==> src/hw/rtl/aawf_pkg.sv <==
`timescale 1ns / 1ps

package aawf_pkg;

  // Datapath word and derived widths
  localparam int WordBits = 16;
  localparam int ByteBits = 8;
  localparam int CntBits  = $clog2(WordBits);
  localparam int StepBits = $clog2(WordBits + 1);

  typedef logic [WordBits-1:0] word_t;
  typedef logic [StepBits-1:0] step_t;

  // Operation codes
  typedef enum logic [3:0] {
    OP_ADD  = 4'd0,
    OP_SUB  = 4'd1,
    OP_MUL  = 4'd2,
    OP_DIV  = 4'd3,
    OP_REM  = 4'd4,
    OP_AND  = 4'd5,
    OP_OR   = 4'd6,
    OP_XOR  = 4'd7,
    OP_NOT  = 4'd8,
    OP_SHL  = 4'd9,
    OP_SHR  = 4'd10,
    OP_ROL  = 4'd11,
    OP_ROR  = 4'd12,
    OP_CMP  = 4'd13,
    OP_LOAD = 4'd14
  } op_e;

  // Flag register, bit 0 zero up to bit 3 overflow
  typedef struct packed {
    logic ovf;
    logic sign;
    logic carry;
    logic zero;
  } flags_t;

  // Microprogram addresses
  localparam int PcBits = 3;
  typedef logic [PcBits-1:0] pc_t;

  localparam pc_t PcFetch   = 3'd0;
  localparam pc_t PcDecode  = 3'd1;
  localparam pc_t PcExec    = 3'd2;
  localparam pc_t PcSpare   = 3'd3;
  localparam pc_t PcDivInit = 3'd4;
  localparam pc_t PcDivStep = 3'd5;
  localparam pc_t PcDivFin  = 3'd6;
  localparam pc_t PcOut     = 3'd7;

  // Jump conditions
  typedef enum logic [2:0] {
    COND_NEVER    = 3'd0,
    COND_ALWAYS   = 3'd1,
    COND_NO_INPUT = 3'd2,
    COND_DIV      = 3'd3,
    COND_DIV_MORE = 3'd4,
    COND_OUT_BUSY = 3'd5
  } cond_e;

  // One control word
  typedef struct packed {
    logic  in_rdy;
    logic  alu_exec;
    logic  div_init;
    logic  div_step;
    logic  div_fin;
    logic  out_push;
    cond_e cond;
    pc_t   target;
  } ctrl_t;

  // Datapath status seen by the sequencer
  typedef struct packed {
    logic in_valid;
    logic is_div;
    logic div_more;
    logic out_busy;
  } stat_t;

  // Control store
  function automatic ctrl_t ucode_rom(pc_t pc);
    ctrl_t c;
    c        = '0;
    c.cond   = COND_NEVER;
    c.target = PcFetch;
    unique case (pc)
      PcFetch: begin
        c.in_rdy = 1'b1;
        c.cond   = COND_NO_INPUT;
        c.target = PcFetch;
      end
      PcDecode: begin
        c.cond   = COND_DIV;
        c.target = PcDivInit;
      end
      PcExec: begin
        c.alu_exec = 1'b1;
        c.cond     = COND_ALWAYS;
        c.target   = PcOut;
      end
      PcSpare: begin
        c.cond   = COND_ALWAYS;
        c.target = PcFetch;
      end
      PcDivInit: begin
        c.div_init = 1'b1;
      end
      PcDivStep: begin
        c.div_step = 1'b1;
        c.cond     = COND_DIV_MORE;
        c.target   = PcDivStep;
      end
      PcDivFin: begin
        c.div_fin = 1'b1;
      end
      PcOut: begin
        // falls through to fetch by address wrap
        c.out_push = 1'b1;
        c.cond     = COND_OUT_BUSY;
        c.target   = PcOut;
      end
    endcase
    return c;
  endfunction

  // Zero and sign follow the result
  function automatic flags_t zs_flags(word_t r);
    flags_t f;
    f      = '0;
    f.zero = (r == '0);
    f.sign = r[WordBits-1];
    return f;
  endfunction

  // Add-style carry and overflow
  function automatic flags_t add_rule(word_t r, word_t a, word_t b);
    flags_t f;
    word_t  t;
    f       = zs_flags(r);
    t       = (a ^ r) & (b ^ r);
    f.carry = (r < a) || (r < b);
    f.ovf   = t[WordBits-1];
    return f;
  endfunction

endpackage

==> src/hw/rtl/accumulator_alu_with_flags_core.sv <==
`timescale 1ns / 1ps

// Channel  Handshake             Payload
// in       in_valid_i/in_ready_o   op_i, operand_i, byte_mode_i
// out      out_valid_o/out_ready_i acc_out_o, zero/carry/sign/overflow_flag_o,
//                                  divide_error_o
//
// A microprogram steps fetch, decode, execute, output. Div and rem with a
// nonzero divisor go through the radix-2 divider instead of execute, one
// quotient bit per step over 16 steps.
// Reset clears accumulator, flags and step counter; no clearing pass.
// A result waiting in the output register does not block the next fetch; the
// output step stalls only when that register is still full.
module accumulator_alu_with_flags_core (
  input  logic        clk_i,
  input  logic        rst_ni,
  input  logic        in_valid_i,
  output logic        in_ready_o,
  input  logic [3:0]  op_i,
  input  logic [15:0] operand_i,
  input  logic        byte_mode_i,
  output logic        out_valid_o,
  input  logic        out_ready_i,
  output logic [15:0] acc_out_o,
  output logic        zero_flag_o,
  output logic        carry_flag_o,
  output logic        sign_flag_o,
  output logic        overflow_flag_o,
  output logic        divide_error_o
);

  aawf_pkg::ctrl_t ctrl;
  aawf_pkg::stat_t stat;

  aawf_useq u_useq (
    .clk_i  (clk_i),
    .rst_ni (rst_ni),
    .stat_i (stat),
    .ctrl_o (ctrl)
  );

  aawf_dpath u_dpath (
    .clk_i           (clk_i),
    .rst_ni          (rst_ni),
    .ctrl_i          (ctrl),
    .in_valid_i      (in_valid_i),
    .op_i            (op_i),
    .operand_i       (operand_i),
    .byte_mode_i     (byte_mode_i),
    .out_ready_i     (out_ready_i),
    .stat_o          (stat),
    .out_valid_o     (out_valid_o),
    .acc_out_o       (acc_out_o),
    .zero_flag_o     (zero_flag_o),
    .carry_flag_o    (carry_flag_o),
    .sign_flag_o     (sign_flag_o),
    .overflow_flag_o (overflow_flag_o),
    .divide_error_o  (divide_error_o)
  );

  assign in_ready_o = ctrl.in_rdy;

`ifndef SYNTH
  // One item in flight: no fetch right after an accept
  a_one_item: assert property (@(posedge clk_i) disable iff (!rst_ni)
    (in_valid_i && in_ready_o) |=> !in_ready_o)
    else $error("item accepted while previous item in flight");

  // Divide finish only after the last divider step
  a_div_fin: assert property (@(posedge clk_i) disable iff (!rst_ni)
    ctrl.div_fin |-> $past(ctrl.div_step))
    else $error("divide finish without preceding step");

  // Output step waiting on a full register must not overwrite it
  a_no_overwrite: assert property (@(posedge clk_i) disable iff (!rst_ni)
    (ctrl.out_push && stat.out_busy) |=> (out_valid_o && $stable(acc_out_o)
      && $stable(divide_error_o)))
    else $error("result register overwritten while full");
`endif

endmodule

==> src/hw/rtl/aawf_div.sv <==
`timescale 1ns / 1ps

// Restoring radix-2 divider, one quotient bit per step
module aawf_div (
  input  logic                    clk_i,
  input  logic                    rst_ni,
  input  logic                    init_i,
  input  logic                    step_i,
  input  aawf_pkg::word_t         dividend_i,
  input  aawf_pkg::word_t         divisor_i,
  output aawf_pkg::word_t         quo_o,
  output aawf_pkg::word_t         rem_o,
  output logic                    more_o
);

  aawf_pkg::word_t quo_q, quo_d;
  aawf_pkg::word_t rem_q, rem_d;
  aawf_pkg::step_t cnt_q, cnt_d;

  logic [aawf_pkg::WordBits:0] shifted;
  logic [aawf_pkg::WordBits:0] diff;

  // Trial subtract
  always_comb begin
    shifted = {rem_q, quo_q[aawf_pkg::WordBits-1]};
    diff    = shifted - {1'b0, divisor_i};
    quo_d   = quo_q;
    rem_d   = rem_q;
    cnt_d   = cnt_q;
    if (init_i) begin
      quo_d = dividend_i;
      rem_d = '0;
      cnt_d = aawf_pkg::step_t'(aawf_pkg::WordBits);
    end else if (step_i) begin
      cnt_d = cnt_q - aawf_pkg::step_t'(1);
      if (!diff[aawf_pkg::WordBits]) begin
        rem_d = diff[aawf_pkg::WordBits-1:0];
        quo_d = {quo_q[aawf_pkg::WordBits-2:0], 1'b1};
      end else begin
        rem_d = shifted[aawf_pkg::WordBits-1:0];
        quo_d = {quo_q[aawf_pkg::WordBits-2:0], 1'b0};
      end
    end
  end

  always_ff @(posedge clk_i or negedge rst_ni) begin
    if (!rst_ni) begin
      cnt_q <= '0;
    end else begin
      cnt_q <= cnt_d;
    end
  end

  always_ff @(posedge clk_i) begin
    quo_q <= quo_d;
    rem_q <= rem_d;
  end

  // More steps remain after the current one
  assign more_o = (cnt_q != aawf_pkg::step_t'(1));
  assign quo_o  = quo_q;
  assign rem_o  = rem_q;

endmodule

==> src/hw/rtl/aawf_useq.sv <==
`timescale 1ns / 1ps

// Step counter, control store and jump logic
module aawf_useq (
  input  logic            clk_i,
  input  logic            rst_ni,
  input  aawf_pkg::stat_t stat_i,
  output aawf_pkg::ctrl_t ctrl_o
);

  aawf_pkg::pc_t   pc_q, pc_d;
  aawf_pkg::ctrl_t ctrl;
  logic            take;

  assign ctrl = aawf_pkg::ucode_rom(pc_q);

  // Jump condition
  always_comb begin
    unique case (ctrl.cond)
      aawf_pkg::COND_NEVER:    take = 1'b0;
      aawf_pkg::COND_ALWAYS:   take = 1'b1;
      aawf_pkg::COND_NO_INPUT: take = !stat_i.in_valid;
      aawf_pkg::COND_DIV:      take = stat_i.is_div;
      aawf_pkg::COND_DIV_MORE: take = stat_i.div_more;
      aawf_pkg::COND_OUT_BUSY: take = stat_i.out_busy;
      default:                 take = 1'b0;
    endcase
    pc_d = take ? ctrl.target : pc_q + aawf_pkg::pc_t'(1);
  end

  always_ff @(posedge clk_i or negedge rst_ni) begin
    if (!rst_ni) begin
      pc_q <= aawf_pkg::PcFetch;
    end else begin
      pc_q <= pc_d;
    end
  end

  assign ctrl_o = ctrl;

endmodule

==> src/hw/rtl/aawf_dpath.sv <==
`timescale 1ns / 1ps

// Item registers, accumulator, flags, ALU, divider and result register
module aawf_dpath (
  input  logic            clk_i,
  input  logic            rst_ni,
  input  aawf_pkg::ctrl_t ctrl_i,
  input  logic            in_valid_i,
  input  logic [3:0]      op_i,
  input  logic [15:0]     operand_i,
  input  logic            byte_mode_i,
  input  logic            out_ready_i,
  output aawf_pkg::stat_t stat_o,
  output logic            out_valid_o,
  output logic [15:0]     acc_out_o,
  output logic            zero_flag_o,
  output logic            carry_flag_o,
  output logic            sign_flag_o,
  output logic            overflow_flag_o,
  output logic            divide_error_o
);

  localparam int W = aawf_pkg::WordBits;

  // Latched item
  logic [3:0]      op_q;
  aawf_pkg::word_t b_q;
  logic            bm_q;

  // Architectural state
  aawf_pkg::word_t  acc_q;
  aawf_pkg::flags_t flags_q;
  logic             derr_q;

  // Result register
  logic             out_valid_q;
  aawf_pkg::word_t  out_acc_q;
  aawf_pkg::flags_t out_flags_q;
  logic             out_derr_q;

  aawf_pkg::word_t  r_exec;
  aawf_pkg::flags_t f_exec;
  logic             derr_exec;
  aawf_pkg::word_t  quo, rem, r_div;
  logic             div_more;
  logic             take_in;
  logic             out_busy;
  logic             push;
  logic             is_divop;

  assign take_in  = ctrl_i.in_rdy && in_valid_i;
  assign out_busy = out_valid_q && !out_ready_i;
  assign push     = ctrl_i.out_push && !out_busy;
  assign is_divop = (op_q == aawf_pkg::OP_DIV) || (op_q == aawf_pkg::OP_REM);

  // Item latch, operand masked in byte mode
  always_ff @(posedge clk_i) begin
    if (take_in) begin
      op_q <= op_i;
      b_q  <= byte_mode_i ? aawf_pkg::word_t'(operand_i[aawf_pkg::ByteBits-1:0])
                          : aawf_pkg::word_t'(operand_i);
      bm_q <= byte_mode_i;
    end
  end

  aawf_div u_div (
    .clk_i      (clk_i),
    .rst_ni     (rst_ni),
    .init_i     (ctrl_i.div_init),
    .step_i     (ctrl_i.div_step),
    .dividend_i (acc_q),
    .divisor_i  (b_q),
    .quo_o      (quo),
    .rem_o      (rem),
    .more_o     (div_more)
  );

  // Combinational ALU operations
  always_comb begin
    logic [2*W-1:0]  prod;
    logic [2*W-1:0]  dbl;
    aawf_pkg::word_t x;
    prod      = acc_q * b_q;
    dbl       = '0;
    x         = bm_q ? aawf_pkg::word_t'(acc_q[aawf_pkg::ByteBits-1:0]) : acc_q;
    r_exec    = acc_q;
    f_exec    = flags_q;
    derr_exec = 1'b0;
    unique case (op_q)
      aawf_pkg::OP_ADD: begin
        r_exec = acc_q + b_q;
        f_exec = aawf_pkg::add_rule(r_exec, acc_q, b_q);
      end
      aawf_pkg::OP_SUB: begin
        r_exec       = acc_q - b_q;
        f_exec       = aawf_pkg::zs_flags(r_exec);
        f_exec.carry = acc_q < b_q;
        f_exec.ovf   = acc_q[W-1] ^ b_q[W-1] && acc_q[W-1] ^ r_exec[W-1];
      end
      aawf_pkg::OP_MUL: begin
        r_exec = prod[W-1:0];
        f_exec = aawf_pkg::add_rule(r_exec, acc_q, b_q);
        if (prod[2*W-1:W] != '0) begin
          f_exec.carry = 1'b1;
        end
      end
      // Only reached with a zero divisor
      aawf_pkg::OP_DIV, aawf_pkg::OP_REM: begin
        derr_exec = 1'b1;
      end
      aawf_pkg::OP_AND: begin
        r_exec = acc_q & b_q;
        f_exec = aawf_pkg::add_rule(r_exec, acc_q, b_q);
      end
      aawf_pkg::OP_OR: begin
        r_exec = acc_q | b_q;
        f_exec = aawf_pkg::add_rule(r_exec, acc_q, b_q);
      end
      aawf_pkg::OP_XOR: begin
        r_exec = acc_q ^ b_q;
        f_exec = aawf_pkg::add_rule(r_exec, acc_q, b_q);
      end
      aawf_pkg::OP_NOT: begin
        r_exec = ~acc_q;
        f_exec = aawf_pkg::add_rule(r_exec, acc_q, '0);
      end
      aawf_pkg::OP_SHL: begin
        r_exec = (b_q >= aawf_pkg::word_t'(W)) ? '0 : acc_q << b_q[aawf_pkg::CntBits-1:0];
        f_exec = aawf_pkg::add_rule(r_exec, acc_q, '0);
      end
      aawf_pkg::OP_SHR: begin
        r_exec = (b_q >= aawf_pkg::word_t'(W)) ? '0 : acc_q >> b_q[aawf_pkg::CntBits-1:0];
        f_exec = aawf_pkg::add_rule(r_exec, acc_q, '0);
      end
      aawf_pkg::OP_ROL: begin
        dbl    = {acc_q, acc_q} << b_q[aawf_pkg::CntBits-1:0];
        r_exec = dbl[2*W-1:W];
        f_exec = aawf_pkg::add_rule(r_exec, acc_q, '0);
      end
      aawf_pkg::OP_ROR: begin
        dbl    = {acc_q, acc_q} >> b_q[aawf_pkg::CntBits-1:0];
        r_exec = dbl[W-1:0];
        f_exec = aawf_pkg::add_rule(r_exec, acc_q, '0);
      end
      aawf_pkg::OP_CMP: begin
        if (x < b_q) begin
          r_exec = '1;
        end else if (x == b_q) begin
          r_exec = '0;
        end else begin
          r_exec = aawf_pkg::word_t'(1);
        end
        f_exec = aawf_pkg::zs_flags(r_exec);
      end
      aawf_pkg::OP_LOAD: begin
        r_exec = b_q;
      end
      default: begin
        // unused code: state unchanged
      end
    endcase
  end

  assign r_div = (op_q == aawf_pkg::OP_DIV) ? quo : rem;

  // Accumulator and flags
  always_ff @(posedge clk_i or negedge rst_ni) begin
    if (!rst_ni) begin
      acc_q   <= '0;
      flags_q <= '0;
      derr_q  <= 1'b0;
    end else if (ctrl_i.alu_exec) begin
      acc_q   <= r_exec;
      flags_q <= f_exec;
      derr_q  <= derr_exec;
    end else if (ctrl_i.div_fin) begin
      acc_q   <= r_div;
      flags_q <= aawf_pkg::add_rule(r_div, acc_q, b_q);
      derr_q  <= 1'b0;
    end
  end

  // Result register
  always_ff @(posedge clk_i or negedge rst_ni) begin
    if (!rst_ni) begin
      out_valid_q <= 1'b0;
    end else if (push) begin
      out_valid_q <= 1'b1;
    end else if (out_ready_i) begin
      out_valid_q <= 1'b0;
    end
  end

  always_ff @(posedge clk_i) begin
    if (push) begin
      out_acc_q   <= acc_q;
      out_flags_q <= flags_q;
      out_derr_q  <= derr_q;
    end
  end

  assign stat_o.in_valid = in_valid_i;
  assign stat_o.is_div   = is_divop && (b_q != '0);
  assign stat_o.div_more = div_more;
  assign stat_o.out_busy = out_busy;

  assign out_valid_o     = out_valid_q;
  assign acc_out_o       = 16'(out_acc_q);
  assign zero_flag_o     = out_flags_q.zero;
  assign carry_flag_o    = out_flags_q.carry;
  assign sign_flag_o     = out_flags_q.sign;
  assign overflow_flag_o = out_flags_q.ovf;
  assign divide_error_o  = out_derr_q;

endmodule

==> config.mk <==
export PLATFORM = sky130hd
export DESIGN_NAME = accumulator_alu_with_flags_core
export DESIGN_NICKNAME = d
export VERILOG_FILES = /design/src/hw/rtl/aawf_pkg.sv /design/src/hw/rtl/accumulator_alu_with_flags_core.sv /design/src/hw/rtl/aawf_div.sv /design/src/hw/rtl/aawf_useq.sv /design/src/hw/rtl/aawf_dpath.sv
export SDC_FILE = /design/constraint.sdc
export NUM_CORES = 1
export LEC_CHECK = 0
export BUFFER_PORTS_ARGS = -buffer_cell sky130_fd_sc_hd__buf_2
export CORE_MARGIN = 5
export CORE_UTILIZATION = 50
export CTS_BUF_LIST = sky130_fd_sc_hd__clkbuf_2 sky130_fd_sc_hd__clkbuf_4 sky130_fd_sc_hd__clkbuf_8
export CTS_CLUSTER_SIZE = 40
export DETAILED_ROUTE_END_ITERATION = 10
export GPL_TIMING_DRIVEN = 0
export MAX_ROUTING_LAYER = met4
export PLACE_DENSITY_LB_ADDON = 0.08
export SLEW_MARGIN = 0
export SYNTH_ARGS = -nofsm -noshare
export SYNTH_HDL_FRONTEND = slang
export SYNTH_SLANG_ARGS = --single-unit
export TNS_END_PERCENT = 100
==> constraint.sdc <==
create_clock -name clk_i -period 23.7 [get_ports clk_i]
set_clock_uncertainty 0.05 [all_clocks]
set_input_delay 1.185 -clock clk_i [delete_from_list [all_inputs] [get_ports clk_i]]
set_output_delay 1.185 -clock clk_i [all_outputs]
set_load 0.05 [all_outputs]
======== Word-level counts from Yosys, hierarchy flattened ========
Index checks and enable logic that the tools add are counted.
word-level totals
  flip-flop bits (word level) ............. 104
  latch bits .............................. 0
  memory bits (writable) .................. 0
  ROM bits ................................ 0
  word-level logic and storage cells ...... 197
  memories kept ........................... 0
cells by class
  add/subtract/negate cells ............... 5
  multiply operators ...................... 1
  divide/modulo/power cells ............... 0
  $lt $le $gt $ge ......................... 25
  equality and inequality tests ........... 30
  shifts and indexed selects .............. 4
  muxes and demuxes ....................... 34
  bitwise gates (word level) .............. 34
  reduce and logical (&&, ||, !) cells .... 43
operators by type and width
  operator                                                                 count
  16-bit < comparator                                                      19
  16-bit bitwise XOR                                                       18
  16-bit zero test                                                         13
  16-bit one-hot mux with 13 select lines                                  1
  16-bit AND                                                               12
  16-bit two-way mux                                                       11
  16-bit by 1-bit < comparator with 1-bit output (second input constant)   5
  4-bit one-hot mux with 12 select lines                                   1
  6-bit one-hot mux with 6 select lines                                    1
  16-bit by 16-bit multiplier with 32-bit output                           1
  16-bit nonzero test                                                      2
  32-bit by 4-bit << shifter with 32-bit output                            1
  32-bit by 4-bit >> shifter with 16-bit output                            1
  4-bit equality test (second input constant)                              7
  3-bit equality test (second input constant)                              6
  17-bit by 16-bit subtractor with 17-bit output                           1
  16-bit adder                                                             1
  16-bit equality test                                                     1
  4-bit by 3-bit equality test with 1-bit output (second input constant)   4
  16-bit by 5-bit >= comparator with 1-bit output (second input constant)  1
  16-bit inverter                                                          1
  16-bit OR                                                                1
  16-bit by 4-bit << shifter with 16-bit output                            1
  16-bit by 4-bit >> shifter with 16-bit output                            1
  24 further kinds                                                         65

======== Longest topological paths before layout ========
  word-level depth ........................ 8
  mapped depth ............................ 34
  mapped depth without buffers ............ 31

======== By module ========
A second synthesis with hierarchy kept.
unflattened totals
  cells, all modules ...................... 2931
  area, all modules ....................... 24673.7 um^2
modules (own cells, without submodules)
  module      times used  cells each  area each (um^2)  sequential area each (um^2)
  aawf_dpath  1           2618        21760.9           1811.7
  aawf_div    1           263         2483.6            925.9
  aawf_useq   1           50          429.2             75.1

======== Least setup slack after synthesis ========
No wires, ideal clock.
  kind .................................... register -> register
  start point ............................. register u_dpath.b_q[3]
  end point ............................... register u_dpath.flags_q[1] (netlist name)
  setup time .............................. 0.130 ns
  arrival ................................. 8.539 ns
  required time ........................... 23.520 ns
  setup slack ............................. 14.981 ns
  cell stages (with the launch flop) ...... 32
  buffers on the path ..................... 5
  clock period less this slack ............ 8.719 ns
  cells stage by stage .................... edfxtp_1 -> buf_2 -> buf_1 -> clkbuf_1 -> clkbuf_1 -> clkbuf_1 -> nand2_1 -> fa_1 -> fa_1 -> fa_1 -> inv_1 -> ha_1 -> fa_1 -> inv_1 -> fa_1 -> inv_1 -> ha_1 -> a211o_1 -> a211oi_2 -> a21oi_1 -> xor2_1 -> ha_1 -> nand4_1 -> nor4_1 -> a21bo_1 -> a31o_1 -> a211oi_2 -> nand4_1 -> or4_1 -> or4_1 -> nor4_2 -> a31oi_1
between the ends
  longest elaborated chain between the ends .. 6
  elaborated cells on any way between the ends .. 47
  those cells by class .................... 1 x add/sub; 1 x mul; 21 x order compare; 4 x shift; 6 x mux; 3 x bitwise; 11 x reduce/logical
RTL lines
  element                                                                       line                                source
  from (decl)                                                                   aawf_dpath.sv:27                    aawf_pkg::word_t b_q;
  from (signal assigned)                                                        aawf_dpath.sv:60                    b_q <= byte_mode_i ? aawf_pkg::word_t'(operand_i[aawf_pkg::ByteBits-1:0])
  16-bit by 16-bit multiplier with 32-bit output, or another cell as far along  aawf_dpath.sv:83                    prod = acc_q * b_q;
  16-bit < comparator, or another cell as far along                             aawf_pkg.sv:145                     f.carry = (r < a) || (r < b);
  1-bit logical OR, or another cell as far along                                aawf_pkg.sv:145
  1-bit two-way mux / 1-bit logical OR (equally long branches)                  aawf_dpath.sv:103, aawf_pkg.sv:145
  4-bit one-hot mux with 12 select lines                                        aawf_dpath.sv:89                    unique case (op_q)
  4-bit two-way mux (*)                                                         aawf_dpath.sv:172                   end else if (ctrl_i.alu_exec) begin
  to (signal assigned)                                                          aawf_dpath.sv:178                   flags_q <= aawf_pkg::add_rule(r_div, acc_q, b_q);
  to (decl)                                                                     aawf_dpath.sv:32                    aawf_pkg::flags_t flags_q;
Every way passes the cells marked *; elsewhere a longest branch is shown, timed or not. The select of a mux whose other input is x is not followed.
A chain may end at the register's enable or synchronous reset.

======== Worst setup path in the final report ========
  start point ............................. register u_dpath.acc_q[8]
  end point ............................... register u_dpath.flags_q[1] (netlist name)
between the ends
  longest elaborated chain between the ends .. 6
  elaborated cells on any way between the ends .. 50
  those cells by class .................... 1 x add/sub; 1 x mul; 22 x order compare; 4 x shift; 6 x mux; 4 x bitwise; 12 x reduce/logical
RTL lines
  element                                                                       line                                source
  from (decl)                                                                   aawf_dpath.sv:31                    aawf_pkg::word_t acc_q;
  from (signal assigned)                                                        aawf_dpath.sv:173                   acc_q <= r_exec;
  from (signal assigned)                                                        aawf_dpath.sv:177                   acc_q <= r_div;
  16-bit by 16-bit multiplier with 32-bit output, or another cell as far along  aawf_dpath.sv:83
  16-bit < comparator, or another cell as far along                             aawf_pkg.sv:145
  1-bit logical OR, or another cell as far along                                aawf_pkg.sv:145
  1-bit two-way mux / 1-bit logical OR (equally long branches)                  aawf_dpath.sv:103, aawf_pkg.sv:145
  4-bit one-hot mux with 12 select lines                                        aawf_dpath.sv:89
  4-bit two-way mux (*)                                                         aawf_dpath.sv:172
Marked as above.

==> flow_summary.ini <==
[setup_path]
crit_slowest_cell = clkinv_1
cp-start-kind = register
crit_start = u_dpath.acc_q[8]$_DFFE_PN0P_
required_ns = 23.82
endpoint_kind = register
critPathBufInv = 4
reg2regPathDepth = 26
arrival_ns = 12.19
r2r_start = u_dpath.acc_q[8]$_DFFE_PN0P_
ff2ff_setup_slack_ns = 11.63
setup.worst_path.class = register to register
crit_top_cell = fa_1
r2r-end = u_dpath.flags_q[1]$_DFFE_PN0P_
cp_max_fo = 18
slowest_delay_ns = 1.60
cp_top_family = adder cells

[clocking]
cts_setup_buffers = 0
cts_tree = built
cts_inserted_buffers = 9
cts_num_sinks = 104
clkLatencyLatePin_ns = 0.43
hold_buffers = 0
clk_pin_slew_ns = 0.12
ctsResizeCount = 0
cts_root_buf = clkbuf_8
htreeDepth = 3
clock_path_buffers = 2

[finish]
stdcell_area_um2 = 25600
final_common_cell = ha_1
mostFrequentLayoutCells = ha_1, inv_1, nand2_1, nor2_1, fa_1
drive_above_1_share = 0.0732
syn2layout_area_growth_pct = 5.15
fillers = 4583
nNetsFinal = 3548

[sta]
hold_ws_ns = 0.431
timing.final.crit_share = 0.509
timing.final.hold_violations = 0
setup_viol = 0
tns_ns = 0
slew_headroom = -0.0719
rsz0062_at_grt = no
finalMaxSlewViolations = 30
tightest_slew_ns = 1.59
fin_crit_ns = 12.07
fmax_mhz = 82.9

[run_status]
violations = capacitance limit, slew limit
status = complete, but fails checks

[routing]
vias = 25000
routed_wirelength_um = 114000
ant_nets = 0
dr_wl_met3_um = 15600
vias_per_cell = 6.98
drt_drc_violations_left = 0
top_layer = met4
wl_per_cell_um = 31.9
first_iter_violations = 3680
wl_met1_um = 43200
first_pass_iters = 8
met2_length_um = 46300

[synth]
yosysWarnings = 0
synth_seq_cells = 104
synth_enable_flop_cells = 58
netlist_instances = 2887
synth_area_per_cell_um2 = 8.44
syn-num-nets = 3488
yosysSeqAreaShare = 0.115
synth-main-ff-cell = edfxtp_1
ys_types = 97
synthArstFlopShare = 0.288
netlist_area_um2 = 24400

[grt]
grt_max_degree = 31
grt_pass1_vias = 24100
grt_use_total = 0.429
grt_antenna_before_repair = 6
grt.overflow.total = 0
grt_pass1_wl_um = 164000

[worst_hold_path]
hold_depth = 0
hold_start = u_dpath.derr_q$_DFFE_PN0P_
whs_endpoint = u_dpath.divide_error_o$_DFFE_PP_
hold_path_class = register to register

[placed_design]
port_buffers = 47
finalWeightedCongestion = 1.13
placed_area_um2 = 25400
dp_hpwl_um = 89200

[run]
drv_cap = 3

[floorplan]
rows = 80
coreArea_um2 = 47900
die_w_um = 231
io_pins = 48
fp.dieArea_um2 = 53200
die_h_um = 231
initial_core_util = 0.508
metrics by stage:
stage / setup slack [ns] / std cells / util
detailed placement: 12.21 / 3550 / 0.530
finish: 11.63 / 3576 / 0.534
CTS: 12.19 / 3566 / 0.534
floorplan: 14.98 / 2887 / -
global placement: 12.29 / 3549 / 0.529
global route: 11.55 / 3573 / 0.534
kinds of logic after synthesis:
logic type	share of synthesized area
adder cells (fa/ha/maj)	0.357
XOR/XNOR	0.0280
multiplexers	0.0753
AND/OR/NAND/NOR	0.175
AO/OA/AOI/OAI	0.176
buffers and inverters	0.0743
flip-flops	0.115
how the worst max path moves through the flow:
stage	to	slack [ns]	depth (start not counted)
final	u_dpath.flags_q[1]$_DFFE_PN0P_	11.63	26
after global routing	u_dpath.flags_q[1]$_DFFE_PN0P_	11.55	28
after CTS	u_dpath.flags_q[1]$_DFFE_PN0P_	12.19	28
after detailed placement	u_dpath.flags_q[1]$_DFFE_PN0P_	12.21	28
after global placement	u_dpath.flags_q[1]$_DFFE_PN0P_	12.29	26
after floorplan	u_dpath.flags_q[1]$_DFFE_PN0P_	14.98	31
Yosys cell counts, drive strengths merged, types with 31 or more instances:
cell	instances	share of area
a211oi	41	0.013
a21o	38	0.012
a21oi	150	0.031
buf	59	0.012
clkbuf	94	0.015
edfxtp	58	0.071
fa	197	0.16
ha	379	0.19
inv	294	0.045
mux2	37	0.017
mux2i	54	0.022
mux4	39	0.036
nand2	271	0.042
nand3	46	0.0094
nand4	47	0.012
nor2	271	0.042
nor2b	47	0.012
nor3	58	0.012
nor4	31	0.0085
o211ai	33	0.010
o21ai	142	0.029
xnor2	59	0.021
registers in the layout, indices dropped and copies added, names as in the netlist, 3 cells and up:
signal / cells
u_useq.pc_q: 3
u_dpath.flags_q: 4
u_dpath.op_q: 4
u_dpath.b_q: 16
u_dpath.u_div.rem_o: 16
u_dpath.u_div.quo_o: 16
u_dpath.acc_q: 16
u_dpath.acc_out_o: 16
u_dpath.u_div.cnt_q: 5
per-layer routing:
layer / vias up / GRT usage
met1: 12200 / 0.540
met4: 0 / 0.257
met2: 1903 / 0.600
met5: - / -
met3: 545 / 0.141
li1: 10400 / -
final cells by class:
cell class                      instances  area, µm²  area share
Inverter                              308       1160      0.0451
Tap cell                              615        769      0.0300
Sequential cell                       104       2810       0.110
Multi-Input combinational cell       2322      19700       0.771
Clock buffer                           10        131     0.00513
Buffer                                153        666      0.0260
Clock inverter                          6       62.6     0.00244
Antenna cell                            9       22.5    0.000879
Timing Repair Buffer                   49        255     0.00996
worst register-to-register path: stages (launching register included):
cell      delay [ns]
dfrtp_1         0.73
buf_1           0.94
clkinv_1        1.61
nor2_1          0.55
fa_1            0.49
inv_1           0.12
fa_1            0.42
fa_1            0.51
inv_1           0.05
fa_1            0.46
fa_1            0.52
fa_1            0.49
ha_1            0.39
a21oi_1         0.34
a21boi_0        0.15
a211oi_1        0.53
xnor2_1         0.41
ha_1            0.42
nand3_1         0.08
o31ai_1         0.53
nand4_1         0.16
a211oi_1        0.21
nand4_1         0.13
or4_1           0.54
or4_1           0.53
nor4_2          0.17
a31oi_1         0.31
Power is not shown: default switching activity piles up to over one toggle a cycle in this logic, so the estimate is an artifact.
